<file path="src/rtl/bmp_pkg.sv">
// Types, codes and record helpers of the BGP message parser.
// Used by the parser top level; depends on nothing.
`timescale 1ns / 1ps

package bmp_pkg;

   localparam logic [12:0] LIMIT_LEN    = 13'd4096;
   localparam logic [5:0]  LIMIT_BITS   = 6'd32;
   localparam logic [15:0] HEADER_BYTES = 16'd19;
   localparam logic [4:0]  MARKER_BYTES = 5'd16;
   localparam logic [5:0]  OPEN_FIXED   = 6'd29;
   localparam logic [4:0]  UPDATE_MIN   = 5'd23;
   localparam logic [7:0]  MARKER_BYTE  = 8'hFF;

   // configuration register indexes
   localparam logic [1:0] CSR_MAX_LEN   = 2'd0;
   localparam logic [1:0] CSR_MAX_BITS  = 2'd1;
   localparam logic [1:0] CSR_MIN_PLEN  = 2'd2;

   // message types
   localparam logic [7:0] MT_OPEN   = 8'd1;
   localparam logic [7:0] MT_UPDATE = 8'd2;
   localparam logic [7:0] MT_LAST   = 8'd4;

   // attribute types
   localparam logic [7:0] AT_ORIGIN  = 8'd1;
   localparam logic [7:0] AT_AS_PATH = 8'd2;
   localparam logic [7:0] AT_NHOP    = 8'd3;
   localparam logic [7:0] AT_MED     = 8'd4;
   localparam logic [7:0] AT_LPREF   = 8'd5;
   localparam logic [7:0] AT_ATOMIC  = 8'd6;
   localparam logic [7:0] AT_AGGR    = 8'd7;

   // record kinds
   localparam logic [4:0] KIND_HEADER  = 5'd0;
   localparam logic [4:0] KIND_VERSION = 5'd1;
   localparam logic [4:0] KIND_ASN     = 5'd2;
   localparam logic [4:0] KIND_HOLD    = 5'd3;
   localparam logic [4:0] KIND_BGP_ID  = 5'd4;
   localparam logic [4:0] KIND_PARAM   = 5'd5;
   localparam logic [4:0] KIND_WDRAWN  = 5'd6;
   localparam logic [4:0] KIND_ORIGIN  = 5'd7;
   localparam logic [4:0] KIND_PATH    = 5'd8;
   localparam logic [4:0] KIND_NHOP    = 5'd9;
   localparam logic [4:0] KIND_MED     = 5'd10;
   localparam logic [4:0] KIND_LPREF   = 5'd11;
   localparam logic [4:0] KIND_ATOMIC  = 5'd12;
   localparam logic [4:0] KIND_AGGR    = 5'd13;
   localparam logic [4:0] KIND_NLRI    = 5'd14;
   localparam logic [4:0] KIND_EMPTY   = 5'd15;
   localparam logic [4:0] KIND_END     = 5'd16;

   // end status codes
   localparam logic [3:0] ST_OK       = 4'd0;
   localparam logic [3:0] ST_MARKER   = 4'd1;
   localparam logic [3:0] ST_LENGTH   = 4'd2;
   localparam logic [3:0] ST_TYPE     = 4'd3;
   localparam logic [3:0] ST_PARAMS   = 4'd4;
   localparam logic [3:0] ST_PREFIX   = 4'd5;
   localparam logic [3:0] ST_ATOMIC   = 4'd6;
   localparam logic [3:0] ST_ATTR     = 4'd7;
   localparam logic [3:0] ST_NLRI     = 4'd8;
   localparam logic [3:0] ST_UNPARSED = 4'd9;

   typedef enum logic [22:0] {
      PH_IDLE    = 23'h000001,
      PH_MARKER  = 23'h000002,
      PH_LEN     = 23'h000004,
      PH_TYPE    = 23'h000008,
      PH_O_VER   = 23'h000010,
      PH_O_ASN   = 23'h000020,
      PH_O_HOLD  = 23'h000040,
      PH_O_ID    = 23'h000080,
      PH_O_PLEN  = 23'h000100,
      PH_O_PTYPE = 23'h000200,
      PH_O_PLENB = 23'h000400,
      PH_O_PVAL  = 23'h000800,
      PH_U_WLEN  = 23'h001000,
      PH_U_WPLEN = 23'h002000,
      PH_U_WPFX  = 23'h004000,
      PH_U_ALEN  = 23'h008000,
      PH_A_FLAGS = 23'h010000,
      PH_A_TYPE  = 23'h020000,
      PH_A_LEN   = 23'h040000,
      PH_A_VAL   = 23'h080000,
      PH_N_PLEN  = 23'h100000,
      PH_N_PFX   = 23'h200000,
      PH_SKIP    = 23'h400000
   } phase_type;

   typedef struct packed {
      phase_type   phase;
      logic [12:0] byte_pos;
      logic [12:0] msg_len;
      logic [7:0]  msg_type;
      logic [15:0] sec_len;
      logic [15:0] sec_used;
      logic [15:0] wdr_len;
      logic [15:0] attr_total;
      logic [31:0] acc;
      logic [15:0] bytes_left;
      logic [7:0]  attr_type;
      logic [7:0]  attr_flags;
      logic [7:0]  path_left;
   } parse_state_type;

   localparam parse_state_type PARSE_RESET = '{phase: PH_IDLE, default: '0};

   typedef struct packed {
      logic [4:0]  kind;
      logic [31:0] value;
      logic [15:0] aux;
      logic [3:0]  status;
      logic        last;
   } rec_type;

   typedef struct packed {
      rec_type    r0;
      rec_type    r1;
      logic [1:0] cnt;
   } rec_pair_type;

   function automatic rec_type mk_rec(logic [4:0] kind, logic [31:0] value,
                                      logic [15:0] aux);
      rec_type r;
      r.kind   = kind;
      r.value  = value;
      r.aux    = aux;
      r.status = ST_OK;
      r.last   = 1'b0;
      return r;
   endfunction

   function automatic rec_type end_rec(logic [12:0] pos, logic [7:0] mtype,
                                       logic [3:0] status);
      rec_type r;
      r.kind   = KIND_END;
      r.value  = {19'd0, pos};
      r.aux    = {8'd0, mtype};
      r.status = status;
      r.last   = 1'b1;
      return r;
   endfunction

   // append one record; a third record in a cycle is dropped
   function automatic rec_pair_type push(rec_pair_type p, rec_type r);
      rec_pair_type q;
      q = p;
      if (p.cnt == 2'd0) begin
         q.r0  = r;
         q.cnt = 2'd1;
      end else if (p.cnt == 2'd1) begin
         q.r1  = r;
         q.cnt = 2'd2;
      end
      return q;
   endfunction

endpackage

</file>
<file path="src/rtl/bgp_message_parser_unit.sv">
// BGP-4 message parser, one byte per request, records out through a small queue.
// Depends on bmp_pkg.
`timescale 1ns / 1ps
//
// Usage:
//   req_*  : one stream byte per request; req_tuser marks the first marker byte of a
//            message. A start flag inside an unfinished message closes the old one with
//            a length error record first.
//   rsp_*  : one record per request; rsp_tlast marks the end record of a message, which
//            carries the status and the count of bytes consumed.
//   csr_*  : register writes (limits), always accepted; write only while idle.
// Each byte is decoded in the cycle it is taken and produces zero, one or two records,
// which enter a four-entry record queue; rsp_* shows the oldest record in the queue.
// Throughput: one byte per cycle while the queue has room. req_tready drops only while the
// queue holds more than two records, so a stalled receiver backs up into the byte stream
// once records fill the queue; nothing is lost.
// Reset (synchronous, active high) empties the queue, returns the parser to idle, and
// loads the default limits 4096 / 32 / 2. Bytes that arrive outside a message, or after
// an error end, are dropped with no record until the next start flag.
//
module bgp_message_parser_unit (
   input  logic        clock,
   input  logic        reset,
   input  logic        req_tvalid,
   output logic        req_tready,
   input  logic [7:0]  req_tdata,   // [7:0] data_byte
   input  logic        req_tuser,   // [0] start_of_message
   output logic        rsp_tvalid,
   input  logic        rsp_tready,
   output logic [55:0] rsp_tdata,   // [31:0] record_value, [47:32] record_aux,
                                    // [51:48] status, [55:52] zero
   output logic [4:0]  rsp_tuser,   // [4:0] record_kind
   output logic        rsp_tlast,   // last_of_message
   input  logic        csr_valid,
   output logic        csr_ready,
   input  logic [1:0]  csr_index,
   input  logic [12:0] csr_data
);

   logic [12:0] max_len_ff;
   logic [5:0]  max_bits_ff;
   logic [7:0]  min_plen_ff;

   bmp_pkg::parse_state_type state_ff, state_in;
   bmp_pkg::rec_pair_type    recs;

   bmp_pkg::rec_type queue_ff [4];
   logic [1:0] wr_ptr_ff, wr_ptr_in;
   logic [1:0] rd_ptr_ff, rd_ptr_in;
   logic [2:0] count_ff, count_in;

   logic req_fire, rsp_fire;

   assign req_tready = (count_ff <= 3'd2);
   assign req_fire   = req_tvalid & req_tready;
   assign rsp_fire   = rsp_tvalid & rsp_tready;
   assign csr_ready  = 1'b1;

   // limit registers
   always_ff @(posedge clock) begin
      if (reset) begin
         max_len_ff  <= bmp_pkg::LIMIT_LEN;
         max_bits_ff <= bmp_pkg::LIMIT_BITS;
         min_plen_ff <= 8'd2;
      end else if (csr_valid) begin
         unique case (csr_index)
            bmp_pkg::CSR_MAX_LEN:  max_len_ff  <= csr_data;
            bmp_pkg::CSR_MAX_BITS: max_bits_ff <= csr_data[5:0];
            bmp_pkg::CSR_MIN_PLEN: min_plen_ff <= csr_data[7:0];
            default: ;
         endcase
      end
   end

   // byte decoder: state update and up to two records per byte
   always_comb begin : decode
      bmp_pkg::parse_state_type s;
      bmp_pkg::rec_pair_type    r;
      logic [7:0]  b;
      logic [15:0] v;
      logic [12:0] lim;
      logic [5:0]  blim;
      logic [8:0]  nb9;
      logic [3:0]  nb;
      logic [1:0]  pidx;
      logic [15:0] aidx;
      logic        ok;
      logic        bad;

      s    = state_ff;
      r    = '0;
      b    = req_tdata;
      v    = '0;
      nb9  = '0;
      nb   = '0;
      pidx = '0;
      aidx = '0;
      ok   = 1'b0;
      bad  = 1'b0;
      lim  = (max_len_ff > bmp_pkg::LIMIT_LEN) ? bmp_pkg::LIMIT_LEN : max_len_ff;
      blim = (max_bits_ff > bmp_pkg::LIMIT_BITS) ? bmp_pkg::LIMIT_BITS : max_bits_ff;

      if (req_fire) begin
         // start flag: close any open message, then restart
         if (req_tuser) begin
            if (s.phase != bmp_pkg::PH_IDLE) begin
               r = bmp_pkg::push(r, bmp_pkg::end_rec(s.byte_pos, s.msg_type,
                                                     bmp_pkg::ST_LENGTH));
            end
            s       = bmp_pkg::PARSE_RESET;
            s.phase = bmp_pkg::PH_MARKER;
         end

         if (s.phase != bmp_pkg::PH_IDLE) begin
            s.byte_pos = s.byte_pos + 13'd1;

            unique case (s.phase)
               bmp_pkg::PH_MARKER: begin
                  if (b != bmp_pkg::MARKER_BYTE) begin
                     r = bmp_pkg::push(r, bmp_pkg::end_rec(s.byte_pos, s.msg_type,
                                                           bmp_pkg::ST_MARKER));
                     s.phase = bmp_pkg::PH_IDLE;
                  end else if (s.byte_pos >= {8'd0, bmp_pkg::MARKER_BYTES}) begin
                     s.phase      = bmp_pkg::PH_LEN;
                     s.bytes_left = 16'd2;
                     s.acc        = '0;
                  end
               end
               bmp_pkg::PH_LEN: begin
                  s.acc = {s.acc[23:0], b};
                  if (s.bytes_left != 16'd0) s.bytes_left = s.bytes_left - 16'd1;
                  if (s.bytes_left == 16'd0) begin
                     v = s.acc[15:0];
                     if (v < bmp_pkg::HEADER_BYTES || v > {3'd0, lim}) begin
                        r = bmp_pkg::push(r, bmp_pkg::end_rec(s.byte_pos, s.msg_type,
                                                              bmp_pkg::ST_LENGTH));
                        s.phase = bmp_pkg::PH_IDLE;
                     end else begin
                        s.msg_len = v[12:0];
                        s.phase   = bmp_pkg::PH_TYPE;
                     end
                  end
               end
               bmp_pkg::PH_TYPE: begin
                  s.msg_type = b;
                  if (b < bmp_pkg::MT_OPEN || b > bmp_pkg::MT_LAST) begin
                     r = bmp_pkg::push(r, bmp_pkg::end_rec(s.byte_pos, s.msg_type,
                                                           bmp_pkg::ST_TYPE));
                     s.phase = bmp_pkg::PH_IDLE;
                  end else begin
                     r = bmp_pkg::push(r, bmp_pkg::mk_rec(bmp_pkg::KIND_HEADER,
                                                          {19'd0, s.msg_len}, {8'd0, b}));
                     if (b == bmp_pkg::MT_OPEN) begin
                        s.phase = bmp_pkg::PH_O_VER;
                     end else if (b == bmp_pkg::MT_UPDATE) begin
                        s.phase      = bmp_pkg::PH_U_WLEN;
                        s.bytes_left = 16'd2;
                        s.acc        = '0;
                     end else begin
                        s.phase = bmp_pkg::PH_SKIP;
                     end
                  end
               end
               bmp_pkg::PH_O_VER: begin
                  r = bmp_pkg::push(r, bmp_pkg::mk_rec(bmp_pkg::KIND_VERSION,
                                                       {24'd0, b}, 16'd0));
                  s.phase      = bmp_pkg::PH_O_ASN;
                  s.bytes_left = 16'd2;
                  s.acc        = '0;
               end
               bmp_pkg::PH_O_ASN, bmp_pkg::PH_O_HOLD: begin
                  s.acc = {s.acc[23:0], b};
                  if (s.bytes_left != 16'd0) s.bytes_left = s.bytes_left - 16'd1;
                  if (s.bytes_left == 16'd0) begin
                     if (s.phase == bmp_pkg::PH_O_ASN) begin
                        r = bmp_pkg::push(r, bmp_pkg::mk_rec(bmp_pkg::KIND_ASN,
                                                             {16'd0, s.acc[15:0]}, 16'd0));
                        s.phase      = bmp_pkg::PH_O_HOLD;
                        s.bytes_left = 16'd2;
                     end else begin
                        r = bmp_pkg::push(r, bmp_pkg::mk_rec(bmp_pkg::KIND_HOLD,
                                                             {16'd0, s.acc[15:0]}, 16'd0));
                        s.phase      = bmp_pkg::PH_O_ID;
                        s.bytes_left = 16'd4;
                     end
                     s.acc = '0;
                  end
               end
               bmp_pkg::PH_O_ID: begin
                  s.acc = {s.acc[23:0], b};
                  if (s.bytes_left != 16'd0) s.bytes_left = s.bytes_left - 16'd1;
                  if (s.bytes_left == 16'd0) s.phase = bmp_pkg::PH_O_PLEN;
               end
               bmp_pkg::PH_O_PLEN: begin
                  if (b < min_plen_ff) begin
                     r = bmp_pkg::push(r, bmp_pkg::end_rec(s.byte_pos, s.msg_type,
                                                           bmp_pkg::ST_PARAMS));
                     s.phase = bmp_pkg::PH_IDLE;
                  end else if ({5'd0, b} + {7'd0, bmp_pkg::OPEN_FIXED} != s.msg_len) begin
                     r = bmp_pkg::push(r, bmp_pkg::end_rec(s.byte_pos, s.msg_type,
                                                           bmp_pkg::ST_LENGTH));
                     s.phase = bmp_pkg::PH_IDLE;
                  end else begin
                     r = bmp_pkg::push(r, bmp_pkg::mk_rec(bmp_pkg::KIND_BGP_ID,
                                                          s.acc, {8'd0, b}));
                     s.sec_len  = {8'd0, b};
                     s.sec_used = '0;
                     s.phase    = bmp_pkg::PH_O_PTYPE;
                  end
               end
               bmp_pkg::PH_O_PTYPE: begin
                  if ({1'b0, s.sec_used} + 17'd2 > {1'b0, s.sec_len}) begin
                     r = bmp_pkg::push(r, bmp_pkg::end_rec(s.byte_pos, s.msg_type,
                                                           bmp_pkg::ST_PARAMS));
                     s.phase = bmp_pkg::PH_IDLE;
                  end else begin
                     s.sec_used  = s.sec_used + 16'd1;
                     s.attr_type = b;
                     s.phase     = bmp_pkg::PH_O_PLENB;
                  end
               end
               bmp_pkg::PH_O_PLENB: begin
                  s.sec_used = s.sec_used + 16'd1;
                  if ({1'b0, s.sec_used} + {9'd0, b} > {1'b0, s.sec_len}) begin
                     r = bmp_pkg::push(r, bmp_pkg::end_rec(s.byte_pos, s.msg_type,
                                                           bmp_pkg::ST_PARAMS));
                     s.phase = bmp_pkg::PH_IDLE;
                  end else begin
                     r = bmp_pkg::push(r, bmp_pkg::mk_rec(bmp_pkg::KIND_PARAM,
                                                          {24'd0, b}, {8'd0, s.attr_type}));
                     if (b == 8'd0) begin
                        s.phase = bmp_pkg::PH_O_PTYPE;
                     end else begin
                        s.bytes_left = {8'd0, b};
                        s.phase      = bmp_pkg::PH_O_PVAL;
                     end
                  end
               end
               bmp_pkg::PH_O_PVAL: begin
                  s.sec_used = s.sec_used + 16'd1;
                  if (s.bytes_left != 16'd0) s.bytes_left = s.bytes_left - 16'd1;
                  if (s.bytes_left == 16'd0) s.phase = bmp_pkg::PH_O_PTYPE;
               end
               bmp_pkg::PH_U_WLEN: begin
                  s.acc = {s.acc[23:0], b};
                  if (s.bytes_left != 16'd0) s.bytes_left = s.bytes_left - 16'd1;
                  if (s.bytes_left == 16'd0) begin
                     v = s.acc[15:0];
                     if ({2'd0, v} + {13'd0, bmp_pkg::UPDATE_MIN} > {5'd0, s.msg_len}) begin
                        r = bmp_pkg::push(r, bmp_pkg::end_rec(s.byte_pos, s.msg_type,
                                                              bmp_pkg::ST_NLRI));
                        s.phase = bmp_pkg::PH_IDLE;
                     end else begin
                        s.wdr_len  = v;
                        s.sec_used = '0;
                        if (s.sec_used >= s.wdr_len) begin
                           s.phase      = bmp_pkg::PH_U_ALEN;
                           s.bytes_left = 16'd2;
                           s.acc        = '0;
                        end else begin
                           s.phase = bmp_pkg::PH_U_WPLEN;
                        end
                     end
                  end
               end
               bmp_pkg::PH_U_WPLEN, bmp_pkg::PH_N_PLEN: begin
                  nb9 = ({1'b0, b} + 9'd7) >> 3;
                  nb  = nb9[3:0];
                  if (b > {2'd0, blim}) begin
                     r = bmp_pkg::push(r, bmp_pkg::end_rec(s.byte_pos, s.msg_type,
                                                           bmp_pkg::ST_PREFIX));
                     s.phase = bmp_pkg::PH_IDLE;
                  end else begin
                     if (s.phase == bmp_pkg::PH_U_WPLEN) begin
                        s.sec_used = s.sec_used + 16'd1;
                        if ({1'b0, s.sec_used} + {13'd0, nb} > {1'b0, s.wdr_len}) begin
                           r = bmp_pkg::push(r, bmp_pkg::end_rec(s.byte_pos, s.msg_type,
                                                                 bmp_pkg::ST_PREFIX));
                           s.phase = bmp_pkg::PH_IDLE;
                           bad     = 1'b1;
                        end
                     end else if ({1'b0, s.byte_pos} + {10'd0, nb} > {1'b0, s.msg_len}) begin
                        r = bmp_pkg::push(r, bmp_pkg::end_rec(s.byte_pos, s.msg_type,
                                                              bmp_pkg::ST_NLRI));
                        s.phase = bmp_pkg::PH_IDLE;
                        bad     = 1'b1;
                     end
                     if (!bad) begin
                        s.path_left  = b;
                        s.bytes_left = {12'd0, nb};
                        s.acc        = '0;
                        if (nb == 4'd0) begin
                           if (s.phase == bmp_pkg::PH_U_WPLEN) begin
                              r = bmp_pkg::push(r, bmp_pkg::mk_rec(bmp_pkg::KIND_WDRAWN,
                                                                   32'd0, {8'd0, b}));
                              if (s.sec_used >= s.wdr_len) begin
                                 s.phase      = bmp_pkg::PH_U_ALEN;
                                 s.bytes_left = 16'd2;
                                 s.acc        = '0;
                              end
                           end else begin
                              r = bmp_pkg::push(r, bmp_pkg::mk_rec(bmp_pkg::KIND_NLRI,
                                                                   32'd0, {8'd0, b}));
                           end
                        end else begin
                           s.phase = (s.phase == bmp_pkg::PH_U_WPLEN) ?
                                     bmp_pkg::PH_U_WPFX : bmp_pkg::PH_N_PFX;
                        end
                     end
                  end
               end
               bmp_pkg::PH_U_WPFX, bmp_pkg::PH_N_PFX: begin
                  if (s.phase == bmp_pkg::PH_U_WPFX) s.sec_used = s.sec_used + 16'd1;
                  // place the byte left-aligned at its index within the prefix
                  nb9  = ({1'b0, s.path_left} + 9'd7) >> 3;
                  pidx = nb9[1:0] - s.bytes_left[1:0];
                  s.acc = s.acc | ({b, 24'd0} >> {pidx, 3'd0});
                  if (s.bytes_left != 16'd0) s.bytes_left = s.bytes_left - 16'd1;
                  if (s.bytes_left == 16'd0) begin
                     if (s.phase == bmp_pkg::PH_U_WPFX) begin
                        r = bmp_pkg::push(r, bmp_pkg::mk_rec(bmp_pkg::KIND_WDRAWN,
                                                             s.acc, {8'd0, s.path_left}));
                        if (s.sec_used >= s.wdr_len) begin
                           s.phase      = bmp_pkg::PH_U_ALEN;
                           s.bytes_left = 16'd2;
                           s.acc        = '0;
                        end else begin
                           s.phase = bmp_pkg::PH_U_WPLEN;
                        end
                     end else begin
                        r = bmp_pkg::push(r, bmp_pkg::mk_rec(bmp_pkg::KIND_NLRI,
                                                             s.acc, {8'd0, s.path_left}));
                        s.phase = bmp_pkg::PH_N_PLEN;
                     end
                  end
               end
               bmp_pkg::PH_U_ALEN: begin
                  s.acc = {s.acc[23:0], b};
                  if (s.bytes_left != 16'd0) s.bytes_left = s.bytes_left - 16'd1;
                  if (s.bytes_left == 16'd0) begin
                     v = s.acc[15:0];
                     if ({2'd0, v} + {2'd0, s.wdr_len} + {13'd0, bmp_pkg::UPDATE_MIN}
                         > {5'd0, s.msg_len}) begin
                        r = bmp_pkg::push(r, bmp_pkg::end_rec(s.byte_pos, s.msg_type,
                                                              bmp_pkg::ST_NLRI));
                        s.phase = bmp_pkg::PH_IDLE;
                     end else begin
                        s.attr_total = v;
                        s.sec_used   = '0;
                        s.phase = (v == 16'd0) ? bmp_pkg::PH_N_PLEN : bmp_pkg::PH_A_FLAGS;
                     end
                  end
               end
               bmp_pkg::PH_A_FLAGS: begin
                  if ({1'b0, s.sec_used} + (b[4] ? 17'd4 : 17'd3) > {1'b0, s.attr_total})
                  begin
                     r = bmp_pkg::push(r, bmp_pkg::end_rec(s.byte_pos, s.msg_type,
                                                           bmp_pkg::ST_ATTR));
                     s.phase = bmp_pkg::PH_IDLE;
                  end else begin
                     s.sec_used   = s.sec_used + 16'd1;
                     s.attr_flags = b;
                     s.phase      = bmp_pkg::PH_A_TYPE;
                  end
               end
               bmp_pkg::PH_A_TYPE: begin
                  s.sec_used   = s.sec_used + 16'd1;
                  s.attr_type  = b;
                  s.bytes_left = s.attr_flags[4] ? 16'd2 : 16'd1;
                  s.acc        = '0;
                  s.phase      = bmp_pkg::PH_A_LEN;
               end
               bmp_pkg::PH_A_LEN: begin
                  s.sec_used = s.sec_used + 16'd1;
                  s.acc = {s.acc[23:0], b};
                  if (s.bytes_left != 16'd0) s.bytes_left = s.bytes_left - 16'd1;
                  if (s.bytes_left == 16'd0) begin
                     v = s.acc[15:0];
                     if ({1'b0, s.sec_used} + {1'b0, v} > {1'b0, s.attr_total}) begin
                        r = bmp_pkg::push(r, bmp_pkg::end_rec(s.byte_pos, s.msg_type,
                                                              bmp_pkg::ST_ATTR));
                        s.phase = bmp_pkg::PH_IDLE;
                     end else if (v == 16'd0) begin
                        if (s.attr_type == bmp_pkg::AT_ATOMIC) begin
                           r = bmp_pkg::push(r, bmp_pkg::mk_rec(bmp_pkg::KIND_ATOMIC, 32'd0,
                                                                {8'd0, bmp_pkg::AT_ATOMIC}));
                        end else begin
                           r = bmp_pkg::push(r, bmp_pkg::mk_rec(bmp_pkg::KIND_EMPTY, 32'd0,
                                                                {8'd0, s.attr_type}));
                        end
                        s.phase = (s.sec_used >= s.attr_total) ?
                                  bmp_pkg::PH_N_PLEN : bmp_pkg::PH_A_FLAGS;
                     end else if (s.attr_type == bmp_pkg::AT_ATOMIC) begin
                        r = bmp_pkg::push(r, bmp_pkg::end_rec(s.byte_pos, s.msg_type,
                                                              bmp_pkg::ST_ATOMIC));
                        s.phase = bmp_pkg::PH_IDLE;
                     end else begin
                        priority case (s.attr_type)
                           bmp_pkg::AT_ORIGIN:  ok = (v == 16'd1);
                           bmp_pkg::AT_AS_PATH: ok = (v >= 16'd2);
                           bmp_pkg::AT_NHOP,
                           bmp_pkg::AT_MED,
                           bmp_pkg::AT_LPREF:   ok = (v == 16'd4);
                           bmp_pkg::AT_AGGR:    ok = (v == 16'd6);
                           default:             ok = 1'b0;
                        endcase
                        if (!ok) begin
                           r = bmp_pkg::push(r, bmp_pkg::end_rec(s.byte_pos, s.msg_type,
                                                                 bmp_pkg::ST_ATTR));
                           s.phase = bmp_pkg::PH_IDLE;
                        end else begin
                           s.sec_len    = v;
                           s.bytes_left = v;
                           s.acc        = '0;
                           s.phase      = bmp_pkg::PH_A_VAL;
                        end
                     end
                  end
               end
               bmp_pkg::PH_A_VAL: begin
                  s.sec_used = s.sec_used + 16'd1;
                  if (s.bytes_left != 16'd0) s.bytes_left = s.bytes_left - 16'd1;
                  priority case (s.attr_type)
                     bmp_pkg::AT_ORIGIN: begin
                        r = bmp_pkg::push(r, bmp_pkg::mk_rec(bmp_pkg::KIND_ORIGIN,
                                                             {24'd0, b}, 16'd1));
                     end
                     bmp_pkg::AT_NHOP, bmp_pkg::AT_MED, bmp_pkg::AT_LPREF: begin
                        s.acc = {s.acc[23:0], b};
                        if (s.bytes_left == 16'd0) begin
                           r = bmp_pkg::push(r, bmp_pkg::mk_rec(
                              (s.attr_type == bmp_pkg::AT_NHOP) ? bmp_pkg::KIND_NHOP :
                              (s.attr_type == bmp_pkg::AT_MED)  ? bmp_pkg::KIND_MED :
                                                                  bmp_pkg::KIND_LPREF,
                              s.acc, {8'd0, s.attr_type}));
                        end
                     end
                     bmp_pkg::AT_AGGR: begin
                        s.acc = {s.acc[23:0], b};
                        // first two bytes are the aggregator ASN
                        if (s.bytes_left == 16'd4) begin
                           s.sec_len = s.acc[15:0];
                           s.acc     = '0;
                        end
                        if (s.bytes_left == 16'd0) begin
                           r = bmp_pkg::push(r, bmp_pkg::mk_rec(bmp_pkg::KIND_AGGR,
                                                                s.acc, s.sec_len));
                        end
                     end
                     default: begin
                        // AS path: segment type, count, then 2-byte ASNs
                        aidx = s.sec_len - s.bytes_left - 16'd1;
                        if (aidx == 16'd0) begin
                           s.attr_flags = b;
                        end else if (aidx == 16'd1) begin
                           if ({8'd0, b, 1'b0} + 17'd2 != {1'b0, s.sec_len}) begin
                              r = bmp_pkg::push(r, bmp_pkg::end_rec(s.byte_pos, s.msg_type,
                                                                    bmp_pkg::ST_ATTR));
                              s.phase = bmp_pkg::PH_IDLE;
                              bad     = 1'b1;
                           end else begin
                              s.path_left = b;
                              s.acc       = '0;
                           end
                        end else begin
                           s.acc = {s.acc[23:0], b};
                           if (aidx[0]) begin
                              r = bmp_pkg::push(r, bmp_pkg::mk_rec(bmp_pkg::KIND_PATH,
                                                 {16'd0, s.acc[15:0]}, {8'd0, s.attr_flags}));
                              s.acc = '0;
                              if (s.path_left != 8'd0) s.path_left = s.path_left - 8'd1;
                           end
                        end
                     end
                  endcase
                  if (!bad && s.bytes_left == 16'd0) begin
                     s.phase = (s.sec_used >= s.attr_total) ?
                               bmp_pkg::PH_N_PLEN : bmp_pkg::PH_A_FLAGS;
                  end
               end
               default: ;
            endcase

            // message boundary reached: close with the status the phase implies
            if (s.phase != bmp_pkg::PH_IDLE && s.msg_len != 13'd0 &&
                s.byte_pos == s.msg_len) begin
               if (s.phase == bmp_pkg::PH_O_PTYPE || s.phase == bmp_pkg::PH_N_PLEN) begin
                  r = bmp_pkg::push(r, bmp_pkg::end_rec(s.byte_pos, s.msg_type,
                                                        bmp_pkg::ST_OK));
               end else if (s.phase == bmp_pkg::PH_SKIP) begin
                  r = bmp_pkg::push(r, bmp_pkg::end_rec(s.byte_pos, s.msg_type,
                                                        bmp_pkg::ST_UNPARSED));
               end else begin
                  r = bmp_pkg::push(r, bmp_pkg::end_rec(s.byte_pos, s.msg_type,
                                                        bmp_pkg::ST_LENGTH));
               end
               s.phase = bmp_pkg::PH_IDLE;
            end
         end
      end

      state_in = s;
      recs     = r;
   end

   always_ff @(posedge clock) begin
      if (reset) begin
         state_ff <= bmp_pkg::PARSE_RESET;
      end else begin
         state_ff <= state_in;
      end
   end

   // record queue: push up to two, pop one per cycle while the receiver is ready
   always_comb begin
      wr_ptr_in = wr_ptr_ff + recs.cnt;
      rd_ptr_in = rd_ptr_ff + {1'b0, rsp_fire};
      count_in  = count_ff + {1'b0, recs.cnt} - {2'd0, rsp_fire};
   end

   always_ff @(posedge clock) begin
      if (reset) begin
         wr_ptr_ff <= '0;
         rd_ptr_ff <= '0;
         count_ff  <= '0;
      end else begin
         wr_ptr_ff <= wr_ptr_in;
         rd_ptr_ff <= rd_ptr_in;
         count_ff  <= count_in;
      end
   end

   always_ff @(posedge clock) begin
      if (recs.cnt != 2'd0) queue_ff[wr_ptr_ff] <= recs.r0;
      if (recs.cnt == 2'd2) queue_ff[wr_ptr_ff + 2'd1] <= recs.r1;
   end

   assign rsp_tvalid = (count_ff != 3'd0);
   assign rsp_tdata  = {4'd0, queue_ff[rd_ptr_ff].status, queue_ff[rd_ptr_ff].aux,
                        queue_ff[rd_ptr_ff].value};
   assign rsp_tuser  = queue_ff[rd_ptr_ff].kind;
   assign rsp_tlast  = queue_ff[rd_ptr_ff].last;

endmodule

</file>
<file path="config.mk">
export PLATFORM = sky130hd
export DESIGN_NAME = bgp_message_parser_unit
export DESIGN_NICKNAME = d
export VERILOG_FILES = /design/src/rtl/bmp_pkg.sv /design/src/rtl/bgp_message_parser_unit.sv
export SDC_FILE = /design/constraint.sdc
export NUM_CORES = 2
export LEC_CHECK = 0
export BUFFER_PORTS_ARGS = -buffer_cell sky130_fd_sc_hd__buf_2
export CORE_MARGIN = 5
export CORE_UTILIZATION = 50
export CTS_BUF_LIST = sky130_fd_sc_hd__clkbuf_8
export DETAILED_ROUTE_END_ITERATION = 12
export PLACE_DENSITY = 0.66
export SLEW_MARGIN = 20
export SYNTH_ARGS = -nofsm -noshare
export SYNTH_HDL_FRONTEND = slang
export SYNTH_SLANG_ARGS = --single-unit
</file>
<file path="constraint.sdc">
create_clock -name clock -period 19.8 [get_ports clock]
set_input_delay 2.97 -clock clock [delete_from_list [all_inputs] [get_ports clock]]
set_output_delay 2.97 -clock clock [all_outputs]
set_load 0.005 [all_outputs]
</file>
After elaboration in Yosys (flattened, before gate mapping):

Memories as Yosys holds them, arrays and structs flattened. A register that Yosys moved wholly into a read port is not among the register bits.
Cells that the tools add are included.

* add/subtract/negate cells: 25
* magnitude comparators: 23
* eq/ne operators: 52
* shifts and indexed selects: 1
* muxes and demuxes: 362
* bitwise operators: 3
* reductions and logical operators: 40

Operators by type and width (number)
* $mux 118: 50
* $mux 58: 54
* $pmux 118 s15: 1
* $mux 60: 27
* $mux 16: 58
* $mux 48: 19
* $mux 23: 39
* $mux 193: 3
* $pmux 23 s18: 1
* $pmux 118 s3: 1
* $pmux 32 s10: 1
* $mux 32: 9
* $pmux 16 s15: 1
* $logic_not 16->1: 11
* $pmux 16 s8: 1
* $mux 8: 12
* $pmux 32 s3: 1
* $gt 17x16->1: 5
* $mux 13: 6
* $ne 23x1->1 const B: 3
* $mux 21: 3
* $mux 2: 30
* $eq 16x3->1 const B: 3
* $ge 16x16->1: 3
* other kinds (101): 164

* bits in registers: 227
* memory bits (writable): 232
* input bits: 29
* output and inout port bits: 65
* word-level logic and storage cells: 526
* memories kept: 1

Memory list
* queue_ff: words 4, width 58, rd ports 1, clocked after memory_dff 1, wr ports 2, RTL line bgp_message_parser_unit.sv:47 `bmp_pkg::rec_type queue_ff [4];`

Depth between registers and ports, before layout:

* depth in word-level cells: 34
* depth in mapped cells: 53
* mapped depth without buffers: 42

Least setup slack after synthesis:

OpenSTA, ideal clock, no wires.

* path kind: input to register
* start point: in req_tuser
* end point: mem queue_ff[1][0] in the netlist's numbering, enable pin
* library setup time: 0.559 ns
* arrival time: 16.361 ns
* required time: 19.241 ns
* path slack: 2.879 ns
* cell stages on the path: 45
* buffers on the path: 16
* path through: buf_2 -> buf_2 -> buf_2 -> buf_2 -> buf_4 -> buf_2 -> buf_2 -> buf_1 -> clkbuf_1 -> clkbuf_1 -> clkbuf_1 -> clkbuf_1 -> buf_1 -> buf_1 -> nor2b_1 -> ha_1 -> ha_1 -> a21o_1 -> [9 not listed] -> a221oi_1 -> a211o_1 -> and2_1 -> inv_1 -> ha_1 -> a21boi_0 -> ha_1 -> nor3_1 -> a311oi_1 -> nor3b_1 -> inv_1 -> ha_1 -> nor2_1 -> nand2_1 -> a2bb2oi_4 -> buf_2 -> buf_2 -> o32ai_1

RTL lines
* start, declared: RTL line bgp_message_parser_unit.sv:27 `input logic req_tuser,`
* end, declared: RTL line bgp_message_parser_unit.sv:47

==> results.cfg <==
[logic_synthesis]
postSynthCellCount = 5156
yosys.area.top_type = edfxtp_1
netlist_area_um2 = 41100
syn_avg_cell_area_um2 = 7.98
synth_area_leaders = edfxtp_1, dfxtp_1, ha_1
synth_top_area_frac = 0.166
synth_cell_types = 108
ys.flop_type = edfxtp_1
ys_ff_latch = 455
yosysWarnings = 0
synth_edf_count = 228
yosysSeqAreaShare = 0.277
async_flop_share = 0

[critical_path]
required_ps = 20160
cp_slowest_cell = nand2b_2
worstSetupEndpointType = register
start_kind = primary input
worstPathArrival_ps = 13900
crit_buf_inv = 6
worstPathMaxFanout = 57
criticalPathCategory = in2reg
cp_common_cell = ha_1
cp_top_family = simple AND/OR/NAND/NOR gates
slowest_delay_ps = 890

[route]
dr.pass1.iters = 7
drtAntennaViolNets = 0
vias = 44643
drc_errors = 0
routed_via_density = 7.11
routed_wl_um = 202000
drt_first_iter_violations = 6698
avgRoutedWirePerCell_um = 32.2

[clocking]
cts_tree = yes
clk-insertion-delay-late_ps = 740
cts.reportedPaths.clkPinSlew_ps = 60
postCtsSetupBuffers = 0
cts_resized = 0
cts.path.max_buffers = 3
numCtsBuffers = 81
postCtsHoldBufs = 0
htree_levels = 3
root_buffer = clkbuf_8
numClockSinks = 455

[global_routing]
busiest_layer = met2
grt_use_met2 = 0.648
grt_start_max_net_pins = 110
antenna_found_initial = 15
grtUsageMet1 = 0.523
grt_use_met3 = 0.147
first_global_vias = 41551
grtUsageTotal = 0.437
overflow = 0
grt_pass1_wl_um = 290000

[placed_design]
port_buffers = 88
pre_cts_ws_ps = 5940
dpl_cell_area_um2 = 42800
routabilityCongestion = 1.14
dp_hpwl_um = 147000

[sta]
final-setup-viol-count = 0
tns_ps = 0
finClkSkew_ps = 36.2
slew_violations = 0
tightestPinTransition_ps = 1260
post-route-period-util = 0.684
hold_viol_final = 0
layout_min_cycle_time_ps = 13550
fmax_mhz = 73.8
slew_headroom = 0.157
grt_setup_unrepaired = no
setup_slack_ps = 6250

[cells_and_area]
area_growth_pct = 8.22
stdcell_area_um2 = 44500
nets = 5482
layout_common_cells = nand2_1, nor2_1, a21oi_1, o21ai_0, ha_1
layout.cells.most_common = nand2_1
fill_cells = 7843
drive_above_1_share = 0.103

[flow_run]
maxCapViolCount = 0

[pwr]
switchingPower_mw = 1.23
seq_power_share = 0.345
intPower_mw = 1.86
switching_share = 0.397
pwr-share-comb = 0.355
leakage_nw = 17.2
power_density_nw_per_um2 = 69.5
power.share.clock = 0.299
ir_worst_vdd_mv = 0.0543

[run_status]
status = finished, final reports clean

[die]
rows = 105
die_area_um2 = 88100
io_pins = 94
die_w_um = 297
start_util = 0.502
core_area_um2 = 81800
dieHeight_um = 297

[worst_hold_path]
hp-class = reg2reg
-- cell type report --
cell class | instances | area [um^2] | share of cell area
clock buffer | 97 | 1340 | 0.0300
clock inverter | 52 | 323 | 0.00725
tap | 1070 | 1340 | 0.0301
antenna | 16 | 40.0 | 0.000900
multi-input combinational | 4196 | 27900 | 0.627
inverter | 155 | 589 | 0.0132
timing repair buffer | 238 | 1600 | 0.0358
sequential | 455 | 11400 | 0.256
-- metrics by stage --
stage          total power, mW  utilization  hold slack, ps  cells
6_report                  3.09        0.544             450   6279
5_1_grt                   3.20        0.543             473   6267
4_1_cts                   3.05        0.543             453   6262
3_5_place_dp              2.13        0.523             444   6113
3_3_place_gp              2.13        0.522             437   6113
2_1_floorplan             1.75            -             427   5159
-- state kept, by name, indices dropped and copies added, names as in the netlist --
register,count
queue_ff,228
max_bits_ff,6
count_ff,3
wr_ptr_ff,2
min_plen_ff,8
rd_ptr_ff,2
state_ff,193
max_len_ff,13
-- path summary, 6_finish.rpt --
path,start,endpoint,cells after the start,slack [ps]
max,req_tdata[1],queue_ff[0][51]$_DFFE_PP_,35,6250
min reg2reg,state_ff[53]$_SDFFE_PP0P_,state_ff[53]$_SDFFE_PP0P_,2,450
max reg2reg,state_ff[106]$_SDFFE_PP0P_,queue_ff[0][51]$_DFFE_PP_,34,8520
min,state_ff[53]$_SDFFE_PP0P_,state_ff[53]$_SDFFE_PP0P_,2,450
-- synthesized netlist by cell type, drive strengths merged, types with 18 or more instances --
library cell	instances
o31ai	34
mux4	57
nor2	579
o21ai	386
nor2b	89
o22ai	39
ha	319
a221oi	28
xnor2	139
nand3b	20
a32oi	18
buf	101
and2	48
inv	152
a211oi	62
mux2i	104
nand2b	68
a21oi	394
a22oi	127
a31oi	65
or4	23
nand3	121
nor3	124
o21a	27
edfxtp	228
mux2	28
a21o	62
xor2	46
dfxtp	227
and3	51
or2	20
a2111oi	20
nor4	72
o211ai	51
or3	39
clkbuf	252
nand2	582
nand4	72
-- power groups by stage --
stage / Clock (mW) / Combinational (mW) / Sequential [mW]
global placement: 0 / 1.05 / 1.09
global route: 0.972 / 1.15 / 1.07
finish: 0.926 / 1.10 / 1.07
floorplan: 0 / 0.682 / 1.06
CTS: 0.930 / 1.05 / 1.07
detailed placement: 0 / 1.05 / 1.09
-- metal layers --
metal  routed length [um]  part of all wire
met1                72200              0.36
met2                83400              0.41
met3                25200              0.12
met4                21400              0.11
met5                   62           0.00031
-- cells by family after synthesis --
group | after synthesis | synth area share
xor gates and xnor gates | 188 | 0.0412
and+or+nand+nor | 1973 | 0.230
DFF | 455 | 0.277
adders and majority gates | 330 | 0.101
muxes | 189 | 0.0646
AOI/OAI and AO/OA | 1511 | 0.236
other | 2 | 0.000183
buffers and inverters | 508 | 0.0500
-- worst min-delay path, cell delays in order, from the launching register on --
cell and delay [ps]:
dfxtp_1 310, nand2_1 50, a21oi_1 50
Note: power is estimated with default switching activity, not from simulation.
